==> config.mk <==
export PLATFORM = sky130hd
export DESIGN_NAME = rrf_ram
export DESIGN_NICKNAME = d
export VERILOG_FILES = /design/src/rtl/core/rrf_ram.sv
export SDC_FILE = /design/constraint.sdc
export NUM_CORES = 1
export LEC_CHECK = 0
export BUFFER_PORTS_ARGS = -buffer_cell sky130_fd_sc_hd__buf_4
export CAP_MARGIN = 20
export CORE_MARGIN = 3
export CORE_UTILIZATION = 50
export DETAILED_ROUTE_END_ITERATION = 12
export GPL_ROUTABILITY_DRIVEN = 0
export PLACE_DENSITY = 0.72
export SLEW_MARGIN = 20
export SYNTH_ARGS = -nofsm -noshare
export SYNTH_HDL_FRONTEND = slang
export SYNTH_SLANG_ARGS = --single-unit
==> constraint.sdc <==
create_clock -name i_clk -period 1.94 [get_ports i_clk]
set_clock_uncertainty 0.2 [all_clocks]
set_input_delay 0.291 -clock i_clk [delete_from_list [all_inputs] [get_ports i_clk]]
set_output_delay 0.291 -clock i_clk [all_outputs]
set_load 0.02 [all_outputs]
==> src/rtl/core/rrf_ram.sv <==
module rrf_ram #(
    parameter int WIDTH = 8,
    parameter int DEPTH = 16
) (
    input  logic                                      i_clk,
    input  logic                                      i_we,
    input  logic [(DEPTH > 1 ? $clog2(DEPTH) : 1)-1:0] i_waddr,
    input  logic [WIDTH-1:0]                          i_wdata,
    input  logic [(DEPTH > 1 ? $clog2(DEPTH) : 1)-1:0] i_raddr,
    output logic [WIDTH-1:0]                          o_rdata
);

    logic [WIDTH-1:0] r_mem [DEPTH];

    always_ff @(posedge i_clk) begin
        if (i_we) begin
            r_mem[i_waddr] <= i_wdata;
        end
        o_rdata <= r_mem[i_raddr];
    end

endmodule

After elaboration in Yosys (flattened, before gate mapping)
Memories as Yosys holds them, arrays and structs flattened. A register that Yosys moved wholly into a read port is not among the register bits.
Cells that the tools add are included.
Widths: inputs -> output; s select.
{ "classes": {"eq_ne": 0, "n_bitwise": 0, "add_sub_neg": 0, "reduce_logical": 0, "n_mul": 0, "shifts": 0, "div_mod_pow": 0, "n_mux": 2, "n_lt_le_gt_ge": 0} }
{ "ops": {"columns": ["cell", "count"], "rows": [
  ["$mux 1", 2]
]} }
{ "word_totals": {"latchBits": 0, "n_memories": 1, "word_cells": 3, "in_bits": 18, "register_bits": 0, "ram_bits": 128, "out_inout_bits": 8, "rom_bits": 0} }
{ "memory_table": {"columns": ["memory", "depth", "width", "read_ports", "rd_clocked_by_memory_dff", "write_ports", "line", "text"], "rows": [
  ["r_mem", 16, 8, 1, 1, 1, "13", "logic [WIDTH-1:0] r_mem [DEPTH];"]
]} }

Depth between registers and ports, before layout
{ "depth": {"word_depth": 2, "mapped_depth": 5, "ltp_nobuf": 3} }

Least setup slack after synthesis
No wires, ideal clock.
{ "synth_path": {"path_type": "input port to flip-flop", "from": "in i_waddr[2] (netlist name)", "to": "mem r_mem[0][0] (enable)", "required_time_ps": 1357, "n_path_buf": 0, "setup_time_ps": 383, "slack_ps": -44, "t_arrival_ps": 1401, "path_stages": 2, "path_cell_list": "or3b_2 -> nor3_1"} }
{ "synth_rtl": {"columns": ["element", "line", "text"], "rows": [
  ["start: declaration", "7", "input logic [(DEPTH > 1 ? $clog2(DEPTH) : 1)-1:0] i_waddr,"],
  ["end: declaration", "13", null]
]} }
Straight into the memory's write port.

==> impl_metrics.toml <==
[timing]
hold_ws_ps = 93.9
finalHoldViolations = 0
max_freq_mhz = 631
tightest_slew_ps = 420
timing.final.crit_share_pct = 81.7
slew_headroom_pct = 72.0
fin_crit_ps = 1590
grt_setup_unrepaired = "false"
slew_violations = 0
setup_viol = 0
fin_tns_setup_ps = 0

[logic_synthesis]
postSynthCellCount = 229
ys_warn_count = 0
synth_area_per_cell_sq_um = 22.5
synth.area.top_cells = "edfxtp_1 75%, mux4_2 7.9%, mux4_1 7.1%"
synth.top_cells.by_count = "128 x edfxtp_1, 18 x mux4_2, 16 x a22oi_1"
synth_flop_cell = "edfxtp_1"
synth_cell_types = 19
synth_top_cell_by_area = "edfxtp_1"
synth_seq_cells = 136
ys_seq_area_share_pct = 77.8
post-synth-top-area-fraction_pct = 74.7
syn_area_sq_um = 5150
synth_edf_count = 128
yosysMostFrequentCell = "edfxtp_1"
synth_nets = 247
synthArstFlopShare_pct = 0

[floorplan]
ioPinCount = 26
core-area_sq_um = 9910
die-area_sq_um = 11500
die_h_microns = 107
die_w_microns = 107
rows = 36
start_util_pct = 51.9

[cts]
clock_latency_ps = 510
cts.clk_slew.worst_paths_ps = 60
root_buffer = "clkbuf_8"
numCtsBuffers = 17
cts_resized = 0
cts_tree = "yes"
clock_sinks = 136
hold_buffers = 8
h-tree-depth = 4
clockBufferDepth = 2
post_cts_buffers = 0

[detailed_routing]
routed_wl_microns = 9300
routed_via_density = 5.53
routedWlPerCell_microns = 21.0
dr.pass1.iters = 4
vias = 2444
drc_errors = 0
drtAntennaViolNets = 0
drt_iter0_drc = 182

[global_routing]
grt_pass1_vias = 2571
grt_pass1_wl_microns = 14400
antenna_found_initial = 0
grt_max_degree = 17
grt_overflow = 0
grt_usage_pct = 18.0

[pwr]
leakagePower_nw = 2.14
power_density_nw_per_um2 = 1050
ir_drop_mv = 0.794

[placement]
place.port_buffers = 25
dpl.hpwl_microns = 6130

[worst_setup_path]
critPathRequiredTime_ps = 2130
criticalPathCategory = "reg2reg"
worstSetupStartpointType = "flop"
end_kind = "flop"
arrival_ps = 1780
cp_max_fo = 1

[cells_and_area]
antenna_cells = 0
drive_gt1_share_pct = 30.4
area_growth_syn_to_layout_pct = 21.1
fillers = 681
final_nets = 314

[worst_hold_path]
hp-class = "in2reg"

[flow_run]
cap_violations = 0

[run_status]
status = "finished, final reports clean"
final timing paths:
path              slack (ps)  cells past startpoint        start     endpoint
hold / removal            90                      3   i_waddr[1]  r_mem[0][7]
setup reg to reg         350                      3  r_mem[1][0]   o_rdata[0]
hold reg to reg          470                      3  r_mem[8][5]   o_rdata[5]
setup / recovery         350                      3  r_mem[1][0]   o_rdata[0]
routing by layer:
metal  track usage (%)  share of wire (%)  vias to the layer above
li1                  -                  -                     1107
met1              24.7                 40                     1223
met2              27.3                 50                      101
met3              6.42                8.4                       13
met4              5.86                1.5                        0
met5                 0                  0                        -
worst max-delay path: stages, from the launching register on:
cell and delay, ps:
edfxtp_1 360, mux4_1 520, a22oi_1 290, nand2_1 100
cells by family after synthesis:
| family | count (synthesis) | share of synthesized area, % |
|---|---|---|
| DFF | 136 | 77.8 |
| buffers and inverters | 10 | 1.68 |
| AOI/OAI and AO/OA | 16 | 2.33 |
| muxes | 32 | 15.0 |
| and+or+nand+nor | 35 | 3.18 |
placed cells by master, fill, tap and decap left out:
master / instances
edfxtp_1: 128
buf_4: 49
mux4_2: 18
a22oi_1: 16
clkbuf_16: 16
mux4_1: 14
nor2_1: 13
nand2_1: 9
dlygate4sd3_1: 8
dfxtp_1: 8
clkinv_1: 5
nor3_1: 3
clkbuf_1: 3
clkinv_2: 3
nand3b_1: 2
nand2b_1: 2
bufinv_16: 2
clkinvlp_4: 2
nor2b_1: 1
and2_1: 1
and2b_1: 1
nand3_1: 1
or3b_2: 1
nor3_2: 1
clkbuf_8: 1
buf_12: 1
report_power, final:
part / internal, mW / leakage [nW] / switching [mW]
Combinational: 0.169 / 0.660 / 0.188
Clock: 1.79 / 0.256 / 1.08
Sequential: 3.29 / 1.22 / 0.0207
Total: 5.25 / 2.14 / 1.29
per-stage QoR:
| stage | instances | area, sq um | util [%] | power [mW] | setup slack, ps |
|---|---|---|---|---|---|
| 6_report | 442 | 6230 | 62.9 | 6.54 | 355 |
| 5_1_grt | 442 | 6230 | 62.9 | 6.77 | 320 |
| 4_1_cts | 442 | 6230 | 62.9 | 6.60 | 351 |
| 3_5_place_dp | 402 | 5620 | 56.7 | 3.72 | 35.5 |
| 3_3_place_gp | 402 | 5620 | 56.7 | 3.71 | 30.6 |
| 2_1_floorplan | 229 | 5150 | - | 3.55 | 183 |
layout make-up:
class	instances	area, sq um	area share, %
Sequential cell	136	4000	64.2
Multi-Input combinational cell	83	1060	17.0
Clock inverter	12	109	1.75
Timing Repair Buffer	58	468	7.51
Tap cell	133	166	2.67
Clock buffer	20	425	6.82
state kept, by name (all words and copies together) (netlist names):
signal	count
r_mem	128
o_rdata	8
Power figures use the tool's default switching activity.
